`config.mk`:
```
export PLATFORM = sky130hd
export DESIGN_NAME = lru_object_cache_directory_core
export DESIGN_NICKNAME = d
export VERILOG_FILES = /design/src/rtl/locd_pkg.sv /design/src/rtl/locd_cell.sv /design/src/rtl/lru_object_cache_directory_core.sv
export SDC_FILE = /design/constraint.sdc
export NUM_CORES = 2
export LEC_CHECK = 0
export ABC_AREA = 1
export CORE_AREA = 2 2 437 439
export CTS_CLUSTER_SIZE = 12
export DETAILED_ROUTE_END_ITERATION = 6
export DIE_AREA = 0 0 439 441
export DONT_BUFFER_PORTS = 1
export PLACE_DENSITY = 0.55
export SLEW_MARGIN = 40
export SYNTH_ARGS = -nofsm -noshare
export SYNTH_HDL_FRONTEND = slang
export SYNTH_SLANG_ARGS = --single-unit
```
`constraint.sdc`:
```
create_clock -name clk_i -period 29.9 [get_ports clk_i]
set_input_delay 4.485 -clock clk_i [delete_from_list [all_inputs] [get_ports clk_i]]
set_output_delay 4.485 -clock clk_i [all_outputs]
set_load 0.01 [all_outputs]
```
`src/rtl/locd_pkg.sv`:
```
package locd_pkg;

  localparam int unsigned ENTRIES = 16;
  localparam int unsigned KEY_W   = 40;
  localparam int unsigned SIZE_W  = 21;
  localparam int unsigned USED_W  = 24;
  localparam int unsigned HDR_W   = 8;
  localparam int unsigned CNT_W   = 5;
  localparam int unsigned CFG_W   = 24;
  localparam int unsigned CIDX_W  = 2;
  localparam int unsigned CHG_W   = SIZE_W + 1;

  localparam logic [USED_W-1:0] CAPACITY_RST = 24'd1049000;
  localparam logic [SIZE_W-1:0] MAX_OBJ_RST  = 21'd102400;
  localparam logic [HDR_W-1:0]  HEADER_RST   = 8'd32;

  typedef enum logic [CIDX_W-1:0] {
    REG_CAPACITY = 2'd0,
    REG_MAX_OBJ  = 2'd1,
    REG_HEADER   = 2'd2
  } reg_idx_e;

  typedef enum logic [1:0] {
    ST_IDLE,
    ST_OP,
    ST_EVICT
  } state_e;

  typedef enum logic [1:0] {
    CELL_HOLD,
    CELL_LOOKUP,
    CELL_EVICT,
    CELL_APPEND
  } cell_op_e;

  typedef struct packed {
    logic              valid;
    logic [KEY_W-1:0]  key;
    logic [SIZE_W-1:0] size;
  } entry_t;

  // broadcast from the controller to every cell
  typedef struct packed {
    cell_op_e          op;
    logic [KEY_W-1:0]  key;
    logic [SIZE_W-1:0] size;
  } cell_ctl_t;

endpackage

```
`src/rtl/locd_cell.sv`:
```
module locd_cell (
  input  logic                          clk_i,
  input  logic                          rst_ni,
  input  locd_pkg::cell_ctl_t           ctl_i,
  input  logic [locd_pkg::SIZE_W-1:0]   hit_size_i,
  input  logic                          left_valid_i,
  input  logic                          seen_i,
  input  logic [locd_pkg::SIZE_W-1:0]   found_i,
  input  locd_pkg::entry_t              right_i,
  output locd_pkg::entry_t              ent_o,
  output logic                          seen_o,
  output logic [locd_pkg::SIZE_W-1:0]   found_o
);

  logic                          valid_q, valid_d;
  logic [locd_pkg::KEY_W-1:0]    key_q, key_d;
  logic [locd_pkg::SIZE_W-1:0]   size_q, size_d;
  logic                          match;
  logic                          first;

  assign match   = valid_q && (key_q == ctl_i.key);
  assign first   = match && !seen_i;
  assign seen_o  = seen_i | match;
  assign found_o = found_i | (first ? size_q : '0);
  assign ent_o   = '{valid: valid_q, key: key_q, size: size_q};

  always_comb begin
    valid_d = valid_q;
    key_d   = key_q;
    size_d  = size_q;
    case (ctl_i.op)
      locd_pkg::CELL_LOOKUP: begin
        // cells from the oldest match onward take the next entry toward the tail;
        // the last valid cell takes the hit entry
        if (valid_q && (seen_i || match)) begin
          if (right_i.valid) begin
            key_d  = right_i.key;
            size_d = right_i.size;
          end else begin
            key_d  = ctl_i.key;
            size_d = hit_size_i;
          end
        end
      end
      locd_pkg::CELL_EVICT: begin
        valid_d = right_i.valid;
        key_d   = right_i.key;
        size_d  = right_i.size;
      end
      locd_pkg::CELL_APPEND: begin
        if (!valid_q && left_valid_i) begin
          valid_d = 1'b1;
          key_d   = ctl_i.key;
          size_d  = ctl_i.size;
        end
      end
      default: begin
      end
    endcase
  end

  always_ff @(posedge clk_i or negedge rst_ni) begin
    if (!rst_ni) begin
      valid_q <= 1'b0;
    end else begin
      valid_q <= valid_d;
    end
  end

  always_ff @(posedge clk_i) begin
    key_q  <= key_d;
    size_q <= size_d;
  end

endmodule

```
`src/rtl/lru_object_cache_directory_core.sv`:
```
// LRU object cache directory. start is taken when busy is low; each item
// gives exactly one result, shown for one cycle with done_o high, and the
// receiver cannot stall it. A lookup compares and shifts across the whole
// cell row in ST_OP. An insert passes through ST_OP, then in ST_EVICT drops
// the oldest entries as needed: the row shifts one entry per cycle toward
// the head, then the new entry is appended. A rejected insert ends in ST_OP
// and changes no entry. The result registers are separate from the request
// registers, so a new start may be given in the cycle done_o is high.
// Configuration writes are taken at any edge with cfg_we_i high and must
// only be made while the block is idle.
module lru_object_cache_directory_core (
  input  logic                          clk_i,
  input  logic                          rst_ni,
  // request
  input  logic                          start,
  output logic                          busy,
  input  logic                          mode_i,
  input  logic [locd_pkg::KEY_W-1:0]    key_i,
  input  logic [locd_pkg::SIZE_W-1:0]   obj_size_i,
  // result
  output logic                          done_o,
  output logic                          hit_o,
  output logic [locd_pkg::SIZE_W-1:0]   found_size_o,
  output logic                          rejected_o,
  output logic [locd_pkg::CNT_W-1:0]    evicted_count_o,
  output logic [locd_pkg::USED_W-1:0]   used_bytes_o,
  // configuration
  input  logic                          cfg_we_i,
  input  logic [locd_pkg::CIDX_W-1:0]   cfg_idx_i,
  input  logic [locd_pkg::CFG_W-1:0]    cfg_data_i
);

  localparam int unsigned N = locd_pkg::ENTRIES;

  // configuration registers
  logic [locd_pkg::USED_W-1:0] cap_q;
  logic [locd_pkg::SIZE_W-1:0] max_q;
  logic [locd_pkg::HDR_W-1:0]  hdr_q;

  always_ff @(posedge clk_i or negedge rst_ni) begin
    if (!rst_ni) begin
      cap_q <= locd_pkg::CAPACITY_RST;
      max_q <= locd_pkg::MAX_OBJ_RST;
      hdr_q <= locd_pkg::HEADER_RST;
    end else if (cfg_we_i) begin
      case (cfg_idx_i)
        locd_pkg::REG_CAPACITY: cap_q <= cfg_data_i;
        locd_pkg::REG_MAX_OBJ:  max_q <= cfg_data_i[locd_pkg::SIZE_W-1:0];
        locd_pkg::REG_HEADER:   hdr_q <= cfg_data_i[locd_pkg::HDR_W-1:0];
        default: begin
        end
      endcase
    end
  end

  // request latch
  logic                          mode_q;
  logic [locd_pkg::KEY_W-1:0]    key_q;
  logic [locd_pkg::SIZE_W-1:0]   size_q;

  locd_pkg::state_e              state_q, state_d;
  logic [locd_pkg::USED_W-1:0]   total_q, total_d;
  logic [locd_pkg::CNT_W-1:0]    cnt_q, cnt_d;

  logic                          done_q, done_d;
  logic                          hit_q, hit_d;
  logic [locd_pkg::SIZE_W-1:0]   found_q, found_d;
  logic                          rej_q, rej_d;
  logic [locd_pkg::CNT_W-1:0]    evc_q, evc_d;
  logic [locd_pkg::USED_W-1:0]   used_q, used_d;

  logic                          accept;
  assign accept = start && !busy;
  assign busy   = (state_q != locd_pkg::ST_IDLE);

  always_ff @(posedge clk_i) begin
    if (accept) begin
      mode_q <= mode_i;
      key_q  <= key_i;
      size_q <= obj_size_i;
    end
  end

  // cell row: slot 0 is the oldest entry, valid slots form a prefix
  locd_pkg::cell_ctl_t           ctl;
  locd_pkg::entry_t              ent [N];
  logic                          seen [N+1];
  logic [locd_pkg::SIZE_W-1:0]   found [N+1];

  assign seen[0]  = 1'b0;
  assign found[0] = '0;

  for (genvar i = 0; i < N; i++) begin : g_cell
    locd_pkg::entry_t right;
    logic             left_valid;
    if (i == N - 1) begin : g_tail
      assign right = '0;
    end else begin : g_mid
      assign right = ent[i+1];
    end
    if (i == 0) begin : g_head
      assign left_valid = 1'b1;
    end else begin : g_body
      assign left_valid = ent[i-1].valid;
    end
    locd_cell u_cell (
      .clk_i        (clk_i),
      .rst_ni       (rst_ni),
      .ctl_i        (ctl),
      .hit_size_i   (found[N]),
      .left_valid_i (left_valid),
      .seen_i       (seen[i]),
      .found_i      (found[i]),
      .right_i      (right),
      .ent_o        (ent[i]),
      .seen_o       (seen[i+1]),
      .found_o      (found[i+1])
    );
  end

  // charge and budget arithmetic
  logic [locd_pkg::CHG_W-1:0]    charge;
  logic [locd_pkg::CHG_W-1:0]    head_charge;
  logic                          too_big;
  logic                          need_evict;
  logic [locd_pkg::USED_W-1:0]   after_evict;
  logic [locd_pkg::USED_W-1:0]   base_used;
  logic                          lookup_hit;

  assign charge      = {1'b0, size_q} + locd_pkg::CHG_W'(hdr_q);
  assign head_charge = {1'b0, ent[0].size} + locd_pkg::CHG_W'(hdr_q);
  assign too_big     = (size_q > max_q) ||
                       (locd_pkg::USED_W'(charge) > cap_q);
  // evict while the row is not empty and either over budget or full
  assign need_evict  = ent[0].valid &&
                       (((locd_pkg::USED_W+1)'(total_q) +
                         (locd_pkg::USED_W+1)'(charge) > {1'b0, cap_q}) ||
                        ent[N-1].valid);
  assign after_evict = (locd_pkg::USED_W'(head_charge) >= total_q) ? '0 :
                       total_q - locd_pkg::USED_W'(head_charge);
  assign base_used   = ent[0].valid ? total_q : '0;
  assign lookup_hit  = seen[N];

  // row operation for this cycle, broadcast to every cell
  always_comb begin
    ctl.op   = locd_pkg::CELL_HOLD;
    ctl.key  = key_q;
    ctl.size = size_q;
    case (state_q)
      locd_pkg::ST_OP: begin
        if (!mode_q) begin
          ctl.op = locd_pkg::CELL_LOOKUP;
        end
      end
      locd_pkg::ST_EVICT: begin
        if (need_evict) begin
          ctl.op = locd_pkg::CELL_EVICT;
        end else begin
          ctl.op = locd_pkg::CELL_APPEND;
        end
      end
      default: begin
      end
    endcase
  end

  always_comb begin
    state_d  = state_q;
    total_d  = total_q;
    cnt_d    = cnt_q;
    done_d   = 1'b0;
    hit_d    = hit_q;
    found_d  = found_q;
    rej_d    = rej_q;
    evc_d    = evc_q;
    used_d   = used_q;
    case (state_q)
      locd_pkg::ST_IDLE: begin
        if (accept) begin
          state_d = locd_pkg::ST_OP;
        end
      end
      locd_pkg::ST_OP: begin
        if (!mode_q) begin
          // lookup: compare in every cell, move the hit entry to the tail
          done_d   = 1'b1;
          hit_d    = lookup_hit;
          found_d  = found[N];
          rej_d    = 1'b0;
          evc_d    = '0;
          used_d   = total_q;
          state_d  = locd_pkg::ST_IDLE;
        end else if (too_big) begin
          done_d  = 1'b1;
          hit_d   = 1'b0;
          found_d = '0;
          rej_d   = 1'b1;
          evc_d   = '0;
          used_d  = total_q;
          state_d = locd_pkg::ST_IDLE;
        end else begin
          cnt_d   = '0;
          state_d = locd_pkg::ST_EVICT;
        end
      end
      locd_pkg::ST_EVICT: begin
        if (need_evict) begin
          // drop the oldest entry, one per cycle
          total_d = after_evict;
          if (cnt_q != '1) begin
            cnt_d = cnt_q + 1'b1;
          end
        end else begin
          total_d = base_used + locd_pkg::USED_W'(charge);
          done_d  = 1'b1;
          hit_d   = 1'b0;
          found_d = '0;
          rej_d   = 1'b0;
          evc_d   = cnt_q;
          used_d  = base_used + locd_pkg::USED_W'(charge);
          state_d = locd_pkg::ST_IDLE;
        end
      end
      default: begin
        state_d = locd_pkg::ST_IDLE;
      end
    endcase
  end

  always_ff @(posedge clk_i or negedge rst_ni) begin
    if (!rst_ni) begin
      state_q <= locd_pkg::ST_IDLE;
      total_q <= '0;
      cnt_q   <= '0;
      done_q  <= 1'b0;
    end else begin
      state_q <= state_d;
      total_q <= total_d;
      cnt_q   <= cnt_d;
      done_q  <= done_d;
    end
  end

  always_ff @(posedge clk_i) begin
    hit_q   <= hit_d;
    found_q <= found_d;
    rej_q   <= rej_d;
    evc_q   <= evc_d;
    used_q  <= used_d;
  end

  assign done_o          = done_q;
  assign hit_o           = hit_q;
  assign found_size_o    = found_q;
  assign rejected_o      = rej_q;
  assign evicted_count_o = evc_q;
  assign used_bytes_o    = used_q;

endmodule

```
==> results.toml <==
[timing]
tns_ns = 0
finalSetupViolCount = 0
hold_violations = 0
fin_crit_sh_pct = 32.13
relSlewSlack_pct = 38.23
skew_ns = 0.05274
worst_slack_ns = 20.29
tightest_slew_ns = 0.9243
rsz0062_at_grt = "no"
hold-worst-slack_ns = 0.4852
slew_viol_final = 0
fmax_mhz = 104.1
fin_crit_ns = 9.606

[placement]
dp_slack_ns = 20.08
routabilityCongestion = 0.9545
portBuffers = 0
hpwl_microns = 232200
dpl.cell_count = 11795
placed_area_sq_um = 80390

[logic_synthesis]
synth_edf_count = 1090
synth-async-reset-ratio_pct = 8.480
ys_seq_elements = 1191
ys_types = 66
syn_inst = 9867
synth_area_leaders = "edfxtp_1, nand2_1, a21oi_1"
syn_area_per_cell_sq_um = 8.003
syn_nets = 10122
synth_area_leader_cell = "edfxtp_1"
synth_area_sq_um = 78960
synth_top_area_share_pct = 41.45
yosysWarnings = 0
synth_flop_cell = "edfxtp_1"
seq_area_frac_synth_pct = 44.67

[outcome]
status = "complete, but fails checks"
violations = "DRC"

[clock_network]
ctsResizeCount = 0
cts_sinks = 1191
root_buffer = "clkbuf_16"
clk_pin_slew_worst_paths_ns = 0.06
cts_inserted_buffers = 148
clk_latency_ns = 0.83
post-cts-setup-buffers = 0
h-tree-depth = 4
clk_path_buf_depth = 3
cts_tree = "done"
cts_hold_buf = 0

[worst_setup_path]
cpMostUsedCell = "nand2_1"
crit_path_end_kind = "flop"
cp_data_arrival_time_ns = 10.28
slowest_delay_ns = 0.68
path_max_fanout = 101
critPathLaunchType = "flop"
worstSetupPathType = "reg -> reg"
slowest_stage = "inv_8"
cp.required_ns = 30.57
r2r_slack_ns = 20.29

[power_and_ir_drop]
swShare_pct = 43.23
power_frac_comb_pct = 43.9
p_clk_share_pct = 23.2
p_leak_uw = 0.03366
p_switching_uw = 3331
p_int_uw = 4374
ir_worst_vdd_mv = 0.06342
seqPwrFrac_pct = 32.9
p_per_area_nw_per_um2 = 90.57

[grt]
overflow = 0
antenna_found_initial = 17
grtUsageTotal_pct = 35.72
grt_pass1_vias = 69698
grt_max_degree = 176
grt_pass1_wl_microns = 508500

[route]
vias = 77028
avgViaCountPerCell = 6.381
wirelength_microns = 357100
postRouteAntennaNets = 0
wire_per_inst_microns = 29.58
dr.pass1.iters = 7
drcViolationCount = 5
drt_iter0_markers = 12136

[die]
row_count = 160
ios = 146
dieArea_sq_um = 193600
die_h_microns = 441
die_width_microns = 439
core-area_sq_um = 189200
initial_core_util_pct = 41.74

[finish]
final_cell_mix = "nand2_1, edfxtp_1, a21oi_1"
stdcell_count = 12072
synthToLayoutAreaGrowth_pct = 7.739
fill_cells = 18652
nets = 9691
layout-drive-gt1-share_pct = 6.426
final_cell_area_sq_um = 85070
final_common_cell = "nand2_1"

[run]
cap_violations = 0

[min_path]
hold_class = "reg -> reg"
## cell families (layout without fill, tap and decap cells)
family                     after synthesis  after routing  share of synthesized area (%)
xor gates and xnor gates               273            273                          3.028
AOI/OAI and AO/OA                     2378           2378                          17.08
adders and majority gates              163            163                          2.630
buffers and inverters                 1625           1313                          8.554
other                                    0              6                              0
DFF                                   1191           1191                          44.67
and+or+nand+nor                       4237           4237                          24.04
## worst max-delay path: cells and delay by family (launching register included)
kind,cells,cell delay [ns]
AND/OR/NAND/NOR,25,3.08
buffers and inverters,8,2.74
adder cells (fa/ha/maj),4,1.24
AO/OA/AOI/OAI,6,1.18
XOR/XNOR,2,0.40
flip-flops,1,0.39
## flip-flops by register name, summed over array words and instances (netlist names)
signal,count
cap_q,24
cnt_q,5
done_o,1
evicted_count_o,5
found_size_o,21
g_cell.u_cell.key_q,640
g_cell.u_cell.size_q,336
g_cell.u_cell.valid_q,16
hdr_q,8
hit_o,1
key_q,40
max_q,21
mode_q,1
rejected_o,1
size_q,21
state_q,2
total_q,24
used_bytes_o,24
## final cells by class
class                      count  area (sq um)  share of cell area (%)
tap                         2511          3142                   3.693
multi-input combinational   7051         37130                   43.64
sequential                  1191         35270                   41.46
antenna                        6         15.01                 0.01765
inverter                     840          3234                   3.802
clock inverter                82         620.6                  0.7295
timing repair buffer         204          1709                   2.009
clock buffer                 187          3954                   4.648
## power by group through the flow
stage	clock [uW]	sequential [uW]	combinational [uW]
floorplan	0	2460	2310
global placement	0	2560	3200
detailed placement	0	2560	3270
CTS	1790	2530	3280
global route	1850	2560	3690
finish	1780	2540	3380
## layer usage
metal  part of all wire, %  up-vias  track usage [%]  routed length [microns]
li1                      -    33668                -                        -
met1                    39    36832            48.74                   139800
met2                    42     5432            53.03                   151700
met3                    12     1092            7.828                    43400
met4                   6.2        4            18.55                    22140
met5                0.0076        -                0                       27
## Yosys cell counts (7+ instances only)
cell and instances:
nor2_2 10, nand3_4 19, a21oi_1 964, nor2_1 785, o211ai_1 354, nand2_1 2046
clkinv_1 7, buf_1 62, nor2_4 19, o2111ai_1 72, nor4_1 28, nand3_1 758
inv_2 34, nor3_1 56, o21ai_1 8, nand3b_1 23, nand2_2 9, edfxtp_1 1090
a31oi_1 28, buf_4 54, nand4_1 419, nand3_2 29, dfrtp_1 92, xnor2_1 110
o221ai_1 28, o21bai_1 9, o22ai_1 102, o21ai_0 772, dfstp_2 9, xor2_1 163
clkbuf_1 445, inv_1 796, ha_1 158, a221oi_1 15, buf_2 199, buf_6 23
## metrics by stage
step	total power, uW	util (%)
2_1_floorplan	4778	-
3_3_place_gp	5767	42.40
3_5_place_dp	5827	42.49
4_1_cts	7598	44.91
5_1_grt	8090	44.97
6_report	7705	44.97
## final timing paths
check                                from                    endpoint  depth (start not counted)
max in group asynchronous          rst_ni                    hdr_q[5]                          0
worst max-delay path             hdr_q[0]  g_cell[9].u_cell.size_q[3]                         45
min in group asynchronous          rst_ni                   cap_q[16]                          0
worst min register to register  max_q[14]                   max_q[14]                          2
worst min-delay path            max_q[14]                   max_q[14]                          2
worst max register to register   hdr_q[0]  g_cell[9].u_cell.size_q[3]                         45
No activity file was read; power rests on OpenSTA's default activity.
